$ cat src/design/bgcc_pkg.sv
// Shared types and constants for the binary grid cross center detector.
// Used by the line buffer and the top level; no dependencies.
package bgcc_pkg;

	typedef logic [1:0] code_t;

	localparam code_t CODE_CLEAR  = 2'd0;
	localparam code_t CODE_SET    = 2'd1;
	localparam code_t CODE_MARKED = 2'd2;

	// one line buffer entry holds the codes of both row parities of a column
	typedef struct packed {
		code_t odd;
		code_t even;
	} entry_t;

	localparam int ENTRY_W = $bits(entry_t);

	localparam int CFG_W    = 5;
	localparam int ADDR_W   = 3;
	localparam int DATA_W   = 32;
	localparam int POS_OUT_W = 4;
	localparam int COUNT_W  = 9;
	localparam int SIZE_W   = 11;

	localparam logic [COUNT_W-1:0] COUNT_MAX = 9'd511;
	localparam logic [CFG_W-1:0]   GRID_RESET = 5'd10;

	localparam logic REG_GRID_WIDTH  = 1'b0;
	localparam logic REG_GRID_HEIGHT = 1'b1;

endpackage

$ cat src/design/bgcc_ram.sv
// Generic RAM with one write port and two registered read ports.
// Read-first on an address collision; no dependencies.
module bgcc_ram #(
	parameter int WIDTH = 4,
	parameter int DEPTH = 16
) (
	input  logic                                  clk,
	input  logic                                  wr_en,
	input  logic [(DEPTH > 1 ? $clog2(DEPTH) : 1)-1:0] wr_addr,
	input  logic [WIDTH-1:0]                      wr_data,
	input  logic [(DEPTH > 1 ? $clog2(DEPTH) : 1)-1:0] rd_addr0,
	input  logic [(DEPTH > 1 ? $clog2(DEPTH) : 1)-1:0] rd_addr1,
	output logic [WIDTH-1:0]                      rd_data0,
	output logic [WIDTH-1:0]                      rd_data1
);

	logic [WIDTH-1:0] mem_q [DEPTH];

	always_ff @(posedge clk) begin
		if (wr_en) begin
			mem_q[wr_addr] <= wr_data;
		end
		rd_data0 <= mem_q[rd_addr0];
		rd_data1 <= mem_q[rd_addr1];
	end

endmodule

$ cat src/design/bgcc_line.sv
// Two-row line buffer: one RAM entry per column, both row parities packed together.
// Prefetches a column and its right neighbor; forwards same-cycle writes.
// Depends on bgcc_pkg and bgcc_ram.
module bgcc_line
	import bgcc_pkg::*;
#(
	parameter int MAX_COLS = 16
) (
	input  logic                                        clk,
	input  logic                                        arst_n,
	input  logic                                        wr_en,
	input  logic [(MAX_COLS > 1 ? $clog2(MAX_COLS) : 1)-1:0] wr_col,
	input  entry_t                                      wr_entry,
	input  logic [(MAX_COLS > 1 ? $clog2(MAX_COLS) : 1)-1:0] rd_col,
	output entry_t                                      cur_entry,
	output entry_t                                      nxt_entry
);

	localparam int CW = (MAX_COLS > 1) ? $clog2(MAX_COLS) : 1;
	localparam logic [CW-1:0] LAST_COL = CW'(MAX_COLS - 1);

	logic [CW-1:0]      rd_col1;
	logic [ENTRY_W-1:0] ram_rd0;
	logic [ENTRY_W-1:0] ram_rd1;
	logic [MAX_COLS-1:0] written_q;
	logic               vld0_q;
	logic               vld1_q;
	logic               byp0_q;
	logic               byp1_q;
	entry_t             wd_q;

	assign rd_col1 = (rd_col == LAST_COL) ? '0 : rd_col + 1'b1;

	bgcc_ram #(
		.WIDTH(ENTRY_W),
		.DEPTH(MAX_COLS)
	) u_ram (
		.clk     (clk),
		.wr_en   (wr_en),
		.wr_addr (wr_col),
		.wr_data (wr_entry),
		.rd_addr0(rd_col),
		.rd_addr1(rd_col1),
		.rd_data0(ram_rd0),
		.rd_data1(ram_rd1)
	);

	// columns never written since reset read as all clear
	always_ff @(posedge clk or negedge arst_n) begin
		if (!arst_n) begin
			written_q <= '0;
			vld0_q    <= 1'b0;
			vld1_q    <= 1'b0;
			byp0_q    <= 1'b0;
			byp1_q    <= 1'b0;
		end else begin
			if (wr_en) begin
				written_q[wr_col] <= 1'b1;
			end
			vld0_q <= written_q[rd_col];
			vld1_q <= written_q[rd_col1];
			byp0_q <= wr_en && (wr_col == rd_col);
			byp1_q <= wr_en && (wr_col == rd_col1);
		end
	end

	always_ff @(posedge clk) begin
		wd_q <= wr_entry;
	end

	always_comb begin
		cur_entry = vld0_q ? entry_t'(ram_rd0) : entry_t'('0);
		nxt_entry = vld1_q ? entry_t'(ram_rd1) : entry_t'('0);
		if (byp0_q) begin
			cur_entry = wd_q;
		end
		if (byp1_q) begin
			nxt_entry = wd_q;
		end
	end

endmodule

$ cat src/design/binary_grid_cross_center_detector_core.sv
// Binary grid cross center detector, top level.
// Latency: a result is valid in the cycle after its pixel is accepted (one output register).
// Throughput: one pixel per cycle while the output register is not stalled; the line buffer has a single write port.
// Reset: positions, count and line buffer valid bits clear; both size registers load 10.
// Line buffer contents need no clearing pass: unwritten columns read as clear.
// Depends on bgcc_pkg and bgcc_line.
module binary_grid_cross_center_detector_core
	import bgcc_pkg::*;
#(
	parameter int MAX_COLS = 16,
	parameter int MAX_ROWS = 16
) (
	input  logic                 clk,
	input  logic                 arst_n,
	input  logic                 psel,
	input  logic                 penable,
	input  logic                 pwrite,
	input  logic [ADDR_W-1:0]    paddr,
	input  logic [DATA_W-1:0]    pwdata,
	output logic [DATA_W-1:0]    prdata,
	output logic                 pready,
	input  logic                 in_valid,
	output logic                 in_stall,
	input  logic                 pixel,
	output logic                 out_valid,
	input  logic                 out_stall,
	output logic                 decision_valid,
	output logic [POS_OUT_W-1:0] center_row,
	output logic [POS_OUT_W-1:0] center_col,
	output logic                 is_center,
	output logic [COUNT_W-1:0]   center_count,
	output logic                 frame_done
);

	localparam int CW = (MAX_COLS > 1) ? $clog2(MAX_COLS) : 1;
	localparam int RW = (MAX_ROWS > 1) ? $clog2(MAX_ROWS) : 1;

	logic [CFG_W-1:0]   grid_width_q;
	logic [CFG_W-1:0]   grid_height_q;
	logic [CW-1:0]      col_q;
	logic [RW-1:0]      row_q;
	logic [COUNT_W-1:0] count_q;
	code_t              left_q;

	logic               cfg_wr;
	logic               accept;
	logic [SIZE_W-1:0]  gw_ext;
	logic [SIZE_W-1:0]  gh_ext;
	logic [SIZE_W-1:0]  w_eff;
	logic [SIZE_W-1:0]  h_eff;
	logic [SIZE_W-1:0]  col_ext;
	logic [SIZE_W-1:0]  row_ext;
	logic               last_col;
	logic               last_row;
	logic [CW-1:0]      col_nxt;
	logic [RW-1:0]      row_nxt;
	logic [CW-1:0]      rd_col;
	entry_t             cur_entry;
	entry_t             nxt_entry;
	entry_t             wr_entry;
	code_t              up_code;
	code_t              mid_code;
	code_t              right_code;
	code_t              px_code;
	code_t              mid_new;
	logic               have_prev;
	logic               center;
	logic [COUNT_W-1:0] count_nxt;
	logic [RW-1:0]      prev_row;

	// configuration port
	assign pready = 1'b1;
	assign cfg_wr = psel && penable && pwrite && pready;

	always_ff @(posedge clk or negedge arst_n) begin
		if (!arst_n) begin
			grid_width_q  <= GRID_RESET;
			grid_height_q <= GRID_RESET;
		end else if (cfg_wr) begin
			case (paddr[2])
				REG_GRID_WIDTH:  grid_width_q  <= pwdata[CFG_W-1:0];
				REG_GRID_HEIGHT: grid_height_q <= pwdata[CFG_W-1:0];
				default: ;
			endcase
		end
	end

	always_comb begin
		case (paddr[2])
			REG_GRID_WIDTH:  prdata = DATA_W'(grid_width_q);
			REG_GRID_HEIGHT: prdata = DATA_W'(grid_height_q);
			default:         prdata = '0;
		endcase
	end

	// handshake: the output register parts the two sides
	assign in_stall = out_valid && out_stall;
	assign accept   = in_valid && !in_stall;

	// clamp sizes to 1..max
	always_comb begin
		gw_ext = SIZE_W'(grid_width_q);
		gh_ext = SIZE_W'(grid_height_q);
		if (gw_ext == '0) begin
			w_eff = SIZE_W'(1);
		end else if (gw_ext > SIZE_W'(MAX_COLS)) begin
			w_eff = SIZE_W'(MAX_COLS);
		end else begin
			w_eff = gw_ext;
		end
		if (gh_ext == '0) begin
			h_eff = SIZE_W'(1);
		end else if (gh_ext > SIZE_W'(MAX_ROWS)) begin
			h_eff = SIZE_W'(MAX_ROWS);
		end else begin
			h_eff = gh_ext;
		end
	end

	assign col_ext  = SIZE_W'(col_q);
	assign row_ext  = SIZE_W'(row_q);
	assign last_col = (col_ext + SIZE_W'(1)) >= w_eff;
	assign last_row = (row_ext + SIZE_W'(1)) >= h_eff;
	assign col_nxt  = last_col ? '0 : col_q + 1'b1;
	assign row_nxt  = last_col ? (last_row ? '0 : row_q + 1'b1) : row_q;

	// prefetch the column the next pixel will need
	assign rd_col = accept ? col_nxt : col_q;

	bgcc_line #(
		.MAX_COLS(MAX_COLS)
	) u_line (
		.clk      (clk),
		.arst_n   (arst_n),
		.wr_en    (accept),
		.wr_col   (col_q),
		.wr_entry (wr_entry),
		.rd_col   (rd_col),
		.cur_entry(cur_entry),
		.nxt_entry(nxt_entry)
	);

	// decide cell (row-1, col); the row parity selects which half is the older row
	always_comb begin
		px_code    = pixel ? CODE_SET : CODE_CLEAR;
		up_code    = row_q[0] ? cur_entry.odd  : cur_entry.even;
		mid_code   = row_q[0] ? cur_entry.even : cur_entry.odd;
		right_code = row_q[0] ? nxt_entry.even : nxt_entry.odd;
		have_prev  = row_ext >= SIZE_W'(1);
		center     = (row_ext >= SIZE_W'(2)) && (col_ext >= SIZE_W'(1)) &&
			((col_ext + SIZE_W'(2)) <= w_eff) &&
			(mid_code == CODE_SET) && (up_code == CODE_SET) &&
			(left_q == CODE_SET) && (right_code == CODE_SET) && pixel;
		mid_new    = center ? CODE_MARKED : mid_code;
		if (row_q[0]) begin
			wr_entry.odd  = px_code;
			wr_entry.even = mid_new;
		end else begin
			wr_entry.even = px_code;
			wr_entry.odd  = mid_new;
		end
		count_nxt  = (center && (count_q != COUNT_MAX)) ? count_q + 1'b1 : count_q;
		prev_row   = row_q - 1'b1;
	end

	always_ff @(posedge clk or negedge arst_n) begin
		if (!arst_n) begin
			col_q     <= '0;
			row_q     <= '0;
			count_q   <= '0;
			out_valid <= 1'b0;
		end else begin
			if (accept) begin
				col_q   <= col_nxt;
				row_q   <= row_nxt;
				count_q <= (last_col && last_row) ? '0 : count_nxt;
			end
			out_valid <= accept || (out_valid && out_stall);
		end
	end

	// hold the updated code of this column as the next left neighbor, and register the decision outputs
	always_ff @(posedge clk) begin
		if (accept) begin
			left_q         <= mid_new;
			decision_valid <= have_prev;
			center_row     <= have_prev ? POS_OUT_W'(prev_row) : '0;
			center_col     <= have_prev ? POS_OUT_W'(col_q) : '0;
			is_center      <= center;
			center_count   <= count_nxt;
			frame_done     <= last_col && last_row;
		end
	end

endmodule

$ cat config.mk
export PLATFORM = sky130hd
export DESIGN_NAME = binary_grid_cross_center_detector_core
export DESIGN_NICKNAME = d
export VERILOG_FILES = /design/src/design/bgcc_pkg.sv /design/src/design/bgcc_ram.sv /design/src/design/bgcc_line.sv /design/src/design/binary_grid_cross_center_detector_core.sv
export SDC_FILE = /design/constraint.sdc
export NUM_CORES = 1
export LEC_CHECK = 0
export BUFFER_PORTS_ARGS = -buffer_cell sky130_fd_sc_hd__buf_4
export CELL_PAD_IN_SITES_DETAIL_PLACEMENT = 1
export CELL_PAD_IN_SITES_GLOBAL_PLACEMENT = 1
export CORE_MARGIN = 2
export CORE_UTILIZATION = 47
export DETAILED_ROUTE_END_ITERATION = 10
export HOLD_SLACK_MARGIN = 0.03
export PLACE_DENSITY = 0.82
export SLEW_MARGIN = 25
export SYNTH_ARGS = -nofsm -noshare
export SYNTH_HDL_FRONTEND = slang
export SYNTH_SLANG_ARGS = --single-unit
export TNS_END_PERCENT = 100
$ cat constraint.sdc
create_clock -name clk -period 5 [get_ports clk]
set_clock_uncertainty 0.15 [all_clocks]
set_input_delay 1 -clock clk [delete_from_list [all_inputs] [get_ports clk]]
set_output_delay 1 -clock clk [all_outputs]
set_load 0.005 [all_outputs]
# After elaboration in Yosys (flattened, before gate mapping)
# Memories as Yosys holds them, arrays and structs flattened. A register that Yosys moved wholly into a read port is not among the register bits.
# Index checks and enable logic that the tools add are counted.
word_totals:
  memories: 1
  output_inout_bits: 55
  ff_bits: 74
  wordCells: 103
  mem_bits_rw: 64
  input_bits: 43
classes:
  n_addsub: 8
  bitwise_logic: 2
  n_reduce_logical: 23
  magnitude_cmp: 12
  n_mux: 29
  eq_ne: 8
mem_list:
  columns: ["memory", "words", "word_bits", "read_ports", "rd_clocked_by_memory_dff", "wr", "line", "rtl"]
  rows:
  - ["u_line.u_ram.mem_q", 16, 4, 2, 2, 1, "bgcc_ram.sv:17", "logic [WIDTH-1:0] mem_q [DEPTH];"]
ops:
  columns: ["op", "count"]
  rows:
  - ["$pmux W32 S2", 1]
  - ["$mux W4", 9]
  - ["$ge A5 B11 Y1", 2]
  - ["$mux W5", 4]
  - ["$mux W9", 2]
  - ["$logic_and A1 B1 Y1", 16]
  - ["$or A16 B16 Y16", 1]
  - ["$lt A4 B5 Y1 const B", 3]
  - ["$add A4 B1 Y4 const B", 3]
  - ["$ge A4 B1 Y1 const B", 3]
  - ["$le A5 B11 Y1", 1]
  - ["$add A4 B1 Y5 const B", 2]
  - ["$gt A5 B5 Y1 const B", 2]
  - ["$logic_not A5 Y1", 2]
  - ["$add A9 B1 Y9 const B", 1]
  - ["$ne A9 B9 Y1 const B", 1]
  - ["$bmux W1 S4", 2]
  - ["$eq A2 B1 Y1 const B", 4]
  - ["$eq A4 B4 Y1", 2]
  - ["$mux W2", 4]
  - ["$mux W1", 6]
  - ["$reduce_and A2 Y1", 3]
  - ["$add A4 B2 Y5 const B", 1]
  - ["$demux W1 S4", 1]
  - ["other kinds (6)", 6]

# Depth between registers and ports, before layout
logic_depth:
  word_depth: 13
  ltp_mapped: 20
  depth_no_buf: 17

# Cells and area by module
# A second synthesis with hierarchy kept.
hier_totals:
  hier_cells: 576
  area_unflattened_um2: 7696.1
by_module_without_submodules:
  columns: ["module", "area_per_inst_um2", "seq_area_each_um2", "cells_per_inst", "instances"]
  rows:
  - ["bgcc_ram", 3300.7, 2082.0, 173, 1]
  - ["binary_grid_cross_center_detector_core", 3105.5, 1366.3, 296, 1]
  - ["bgcc_line", 1290.0, 580.6, 107, 1]

# Least setup slack after synthesis
# OpenSTA, ideal clock, no wires.
synth_path:
  path_type: "reg2reg"
  start: "register col_q[0]"
  end: "register u_line.vld1_q"
  setup_ps: 82
  required_ps: 4768
  n_path_buf: 6
  period_less_slack_ps: 4433
  stages_incl_launch_ff: 18
  arrival_ps: 4201
  slack_ps: 567
  cell_sequence: "dfrtp_1 -> inv_1 -> ha_1 -> ha_1 -> a2111oi_4 -> o21ai_2 -> o21ai_2 -> buf_4 -> buf_6 -> ha_1 -> clkbuf_1 -> buf_2 -> clkbuf_1 -> clkbuf_1 -> o211ai_1 -> o21ai_0 -> nand3_1 -> a31oi_1"
synth_between:
  elab_chain_cells: 8
  word_cells_on_any_way: 10
  classes_between: "add/sub: 3; order compare: 1; eq/ne: 1; mux: 5"
synth_lines:
  columns: ["item", "line", "rtl"]
  rows:
  - ["from (decl)", "binary_grid_cross_center_detector_core.sv:40", "logic [CW-1:0] col_q;"]
  - ["from (signal assigned)", "binary_grid_cross_center_detector_core.sv:174", "col_q <= col_nxt;"]
  - ["$add A4 B1 Y5", "binary_grid_cross_center_detector_core.sv:122", "assign last_col = (col_ext + SIZE_W'(1)) >= w_eff;"]
  - ["$ge A5 B11 Y1", "binary_grid_cross_center_detector_core.sv:122", null]
  - ["$mux W4 *", "binary_grid_cross_center_detector_core.sv:124", "assign col_nxt = last_col ? '0 : col_q + 1'b1;"]
  - ["$mux W4 *", null, null]
  - ["net rd_col[1]", "binary_grid_cross_center_detector_core.sv:57", "logic [CW-1:0] rd_col;"]
  - ["$add A4 B1 Y4 or $eq A4 B4 Y1 (tied branches)", "bgcc_line.sv:32", "assign rd_col1 = (rd_col == LAST_COL) ? '0 : rd_col + 1'b1;"]
  - ["$mux W4 *", "bgcc_line.sv:32", null]
  - ["$bmux W1 S4 *", "bgcc_line.sv:61", "vld1_q <= written_q[rd_col1];"]
  - ["$mux W1 (implied by the code) *", "bgcc_line.sv:61", null]
  - ["to (signal assigned)", "bgcc_line.sv:61", null]
  - ["to (decl)", "bgcc_line.sv:27", "logic vld1_q;"]
# Mark *: on every way through the listed nets, which the timed path passes. The rest lies on a longest branch. The select of a mux whose other input is x is not followed.
# A chain may end at the register's enable or synchronous reset.

# Worst setup path after layout
layout_path:
  start: "register col_q[1]"
  end: "register u_line.vld1_q"
layout_between:
  elab_chain_cells: 8
  word_cells_on_any_way: 10
  classes_between: "add/sub: 3; order compare: 1; eq/ne: 1; mux: 5"
layout_lines:
  columns: ["item", "line"]
  rows:
  - ["$add A4 B1 Y5", "binary_grid_cross_center_detector_core.sv:122"]
  - ["$ge A5 B11 Y1", "binary_grid_cross_center_detector_core.sv:122"]
  - ["$mux W4", "binary_grid_cross_center_detector_core.sv:124"]
  - ["$mux W4 *", null]
  - ["$add A4 B1 Y4 or $eq A4 B4 Y1 (tied branches)", "bgcc_line.sv:32"]
  - ["$mux W4 *", "bgcc_line.sv:32"]
  - ["$bmux W1 S4 *", "bgcc_line.sv:61"]
  - ["$mux W1 (implied by the code) *", "bgcc_line.sv:61"]
# Mark *: on every way between the ends. The rest lies on a longest branch, timed or not. The select of a mux whose other input is x is not followed.

==> summary.txt <==
Clocking
  – Post-CTS Setup Repair Bufs: 0
  – Post-cts gate resize count: 0
  – Clock sink count: 146
  – Worst-skew pair later-pin latency: 0.43 ns
  – Clk slew on worst S/H paths: 0.06 ns
  – Cts hold-fix bufs: 0
  – Clk root buf: clkbuf_16
  – CTS H-tree lvls: 4
  – CTS tree: done
  – Clk buf depth: 2
  – CTS buffer count: 17

Synthesis
  – Adder-Cell Fraction of Synth Area: 4.09%
  – Synth Warn #: 0
  – Netlist Area Pre-Place: 0.00856 mm2
  – Post-synthesis compound-gate area fraction: 16.7%
  – Top-count cell post-synth: edfxtp_1
  – Yosys top cell by area: edfxtp_1
  – Synth Instances: 779
  – Main synth FF type: edfxtp_1
  – Ys async rst share: 32.9%
  – Seq cells post-synth: 146
  – Synth area leaders: edfxtp_1, dfrtp_1, ha_1
  – Library cells used by synthesis: 76
  – Sequential element share of the synthesized area: 47.1%
  – Synth Area in Simple Gates: 14.0%
  – Synthesized area per cell: 11.0 um2
  – Post-synthesis mux area share: 10.0%
  – Synth top cells by count: edfxtp_1, dfrtp_1, nand2_1, nor2_1, o21ai_0
  – Post-synth EDFFs: 86
  – Post-synthesis xor/xnor area fraction: 2.03%
  – Largest family of logic cells by synthesized area: compound AO/OA/AOI/OAI gates
  – Post-synth top area share: 30.2%

STA
  – Worst slew pin tran: 0.801 ns
  – Slew margin rel.: 46.6%
  – RSZ-0062 raised after global routing: no
  – Min Clock Period, post-route: 4.66 ns
  – Tcrit/Tclk final: 93.1%
  – Setup tns final: 0 ns
  – Final Max Slew Viols: 0
  – Final hold viol count: 0
  – Peak Freq: 0.215 GHz
  – Final Setup Violations: 0

Run status
  – Status: finished, final reports clean

Finish
  – Synthesis-to-layout area growth: 10.7%
  – Final non-filler cell total: 1047
  – Nets: 876
  – Ant diodes: 0
  – Share of layout cells above drive strength 1: 20.9%

Floorplan
  – Ports: 98
  – Initial Util: 47.8%
  – Site row count: 49
  – Die W: 139 um
  – Die height: 139 um
  – Die ar.: 0.0193 mm2
  – CORE AREA: 0.0179 mm2

Place
  – Port bufs: 40
  – HPWL Detailed: 16400 um
  – Cells after DPL: 1015
  – Final GP Congestion: 0.894

Route
  – Via Count: 6567
  – First drt pass iteration count: 5
  – Routed WL: 24100 um
  – Post-route ant nets: 0
  – Initial DRC Count: 492
  – DR vias/cell: 6.27
  – DRC violations left: 0
  – Routed len/inst: 23.0 um

Critical path
  – Worst setup SP type: flop
  – Worst-case reg-to-reg path depth: 15
  – CP Data Arrival Time: 4.82 ns
  – Req. time, crit path: 5.16 ns
  – Max FO, Critical Path: 10
  – Crit-path cells: ha_2 -> xor2_1 -> ha_1 -> o21a_1 -> o21ai_1 -> o21ai_2 -> o21ai_4 -> ha_1 -> o21a_2 -> nand2b_1 -> nor3b_1 -> a31oi_1 -> a31oi_1 -> a311oi_1 -> a31oi_1
  – Critical path type: flop to flop
  – CP bufs+invs: 0
  – Crit path largest cell delay: 0.48 ns
  – CP Capture Type: flop
  – R2R Path End: u_line.vld1_q
  – Most frequent CP cell: a31oi_1
  – R2R setup slack: 0.34 ns
  – Worst path top cell family by delay: compound AO/OA/AOI/OAI gates
  – FF-to-FF Start: col_q[1]
  – Slowest-stage cell, CP: dfrtp_1

Global route
  – Initial antenna violation count: 0
  – Overflow left after global routing: 0
  – Vias in the first global route: 7031
  – GRT Overall Usage: 25.3%
  – First-pass GRT wire length: 38400 um
  – Largest net degree at the start of global routing: 74

Min path
  – Hold/Removal Path Class: flop to flop
  – Hold Path End: u_line.written_q[3]
  – Worst hold path stage count: 1
  – Hold Crit Start: u_line.written_q[3]

Pwr
  – Psw: 3030 uW
  – Switching share of power: 44.6%
  – IR drop worst, VDD: 0.434 mV
  – Gate power share: 54.9%
  – Lkg Pwr: 0.00364 uW
  – Reg power frac: 28.0%
  – Clock power share: 17.1%
  – P per Cell Area: 717 mW/mm2
  – P_int: 3760 uW

Run
  – Max cap viols: 0
==> registers in the layout (all words and copies together), names as in the netlist <==
name and count:
u_line.vld1_q 1, left_q 2, is_center 1, u_line.vld0_q 1, grid_width_q 5, col_q 4
u_line.byp0_q 1, center_col 4, out_valid 1, u_line.written_q 16, center_count 9, u_line.u_ram.rd_data0 4
u_line.u_ram.mem_q 64, center_row 4, grid_height_q 5, u_line.byp1_q 1, u_line.wd_q 4, decision_valid 1
count_q 9, row_q 4, frame_done 1, u_line.u_ram.rd_data1 4
==> per-layer routing <==
| metal | global-route usage, % | up-vias | wire, um | part of all wire, % |
|---|---|---|---|---|
| met5 | 0 | - | 0 | 0 |
| met2 | 42.7 | 268 | 12000 | 50 |
| met1 | 32.5 | 3280 | 9870 | 41 |
| li1 | - | 2945 | - | - |
| met4 | 10.5 | 0 | 796 | 3.3 |
| met3 | 3.94 | 74 | 1380 | 5.7 |
==> worst register-to-register path: cells and delay by family (launching register included) <==
| family | cells | cell delay, ns |
|---|---|---|
| flip-flops | 1 | 0.48 |
| AO/OA/AOI/OAI | 9 | 2.16 |
| XOR/XNOR | 1 | 0.18 |
| AND/OR/NAND/NOR | 2 | 0.63 |
| adder cells (fa/ha/maj) | 3 | 0.95 |
==> through the flow <==
step | total power [uW] | area (um2) | hold WS, ns | utilization (%) | setup WS, ns
floorplan | 4460 | 8660 | 0.307 | - | 0.567
global placement | 5330 | 8930 | 0.340 | 49.9 | 0.300
detailed placement | 5550 | 8940 | 0.362 | 49.9 | 0.109
CTS | 6750 | 9470 | 0.379 | 52.9 | 0.0412
global route | 7160 | 9480 | 0.400 | 52.9 | 0.0673
finish | 6800 | 9480 | 0.377 | 52.9 | 0.344
==> layout make-up <==
cell class | instances | area [um2]
Tap cell | 229 | 287
Inverter | 16 | 62.6
Clock buffer | 21 | 440
Multi-Input combinational cell | 568 | 4140
Timing Repair Buffer | 56 | 433
Sequential cell | 146 | 4030
Clock inverter | 11 | 90.1
Fill cell | 1920 | 8420
==> logic make-up after synthesis <==
family,count (synthesis)
other,2
DFF,146
buffers and inverters,91
xor gates and xnor gates,19
and+or+nand+nor,218
AOI/OAI and AO/OA,203
adders and majority gates,28
muxes,72
==> worst max-delay path by stage <==
stage	endpoint	cells past startpoint	slack (ns)	from
after global placement	u_line.u_ram.rd_data1[1]	14	0.30	col_q[1]
after floorplan	u_line.vld1_q	17	0.57	col_q[0]
after CTS	u_line.u_ram.rd_data1[0]	14	0.04	col_q[1]
final	u_line.vld1_q	15	0.34	col_q[1]
after global routing	u_line.vld1_q	15	0.07	col_q[1]
after detailed placement	u_line.u_ram.rd_data1[0]	14	0.11	col_q[1]
==> power by group through the flow <==
stage / logic [uW] / clock network [uW] / registers [uW]
after CTS: 3680 / 1170 / 1900
after global placement: 3440 / 0 / 1890
after floorplan: 2640 / 0 / 1820
after global routing: 4000 / 1220 / 1940
after detailed placement: 3630 / 0 / 1920
final: 3730 / 1160 / 1900
==> cells in the final DEF (no fill, tap or decap), types with 7 or more instances in the layout <==
cell,Yosys,routed
a21oi_1,26,26
a31oi_1,9,9
and2_1,16,16
and3_1,14,14
buf_4,34,55
clkbuf_16,0,17
conb_1,2,28
dfrtp_1,44,44
dfxtp_1,12,12
edfxtp_1,86,86
ha_1,28,27
inv_1,14,14
mux2_1,7,7
mux2_2,31,31
mux2i_1,27,27
mux4_2,7,7
nand2_1,39,38
nand2b_1,18,18
nand3_1,17,17
nand4_1,8,8
nor2_1,39,38
nor3_1,7,7
o211ai_1,14,14
o21a_1,15,14
o21ai_0,36,36
o21ai_1,14,14
o221ai_1,24,24
o22ai_1,14,14
o31ai_1,7,7
or2_2,17,17
or3_1,12,12
xnor2_1,12,12
Note: power is estimated with default switching activity, not from simulation.
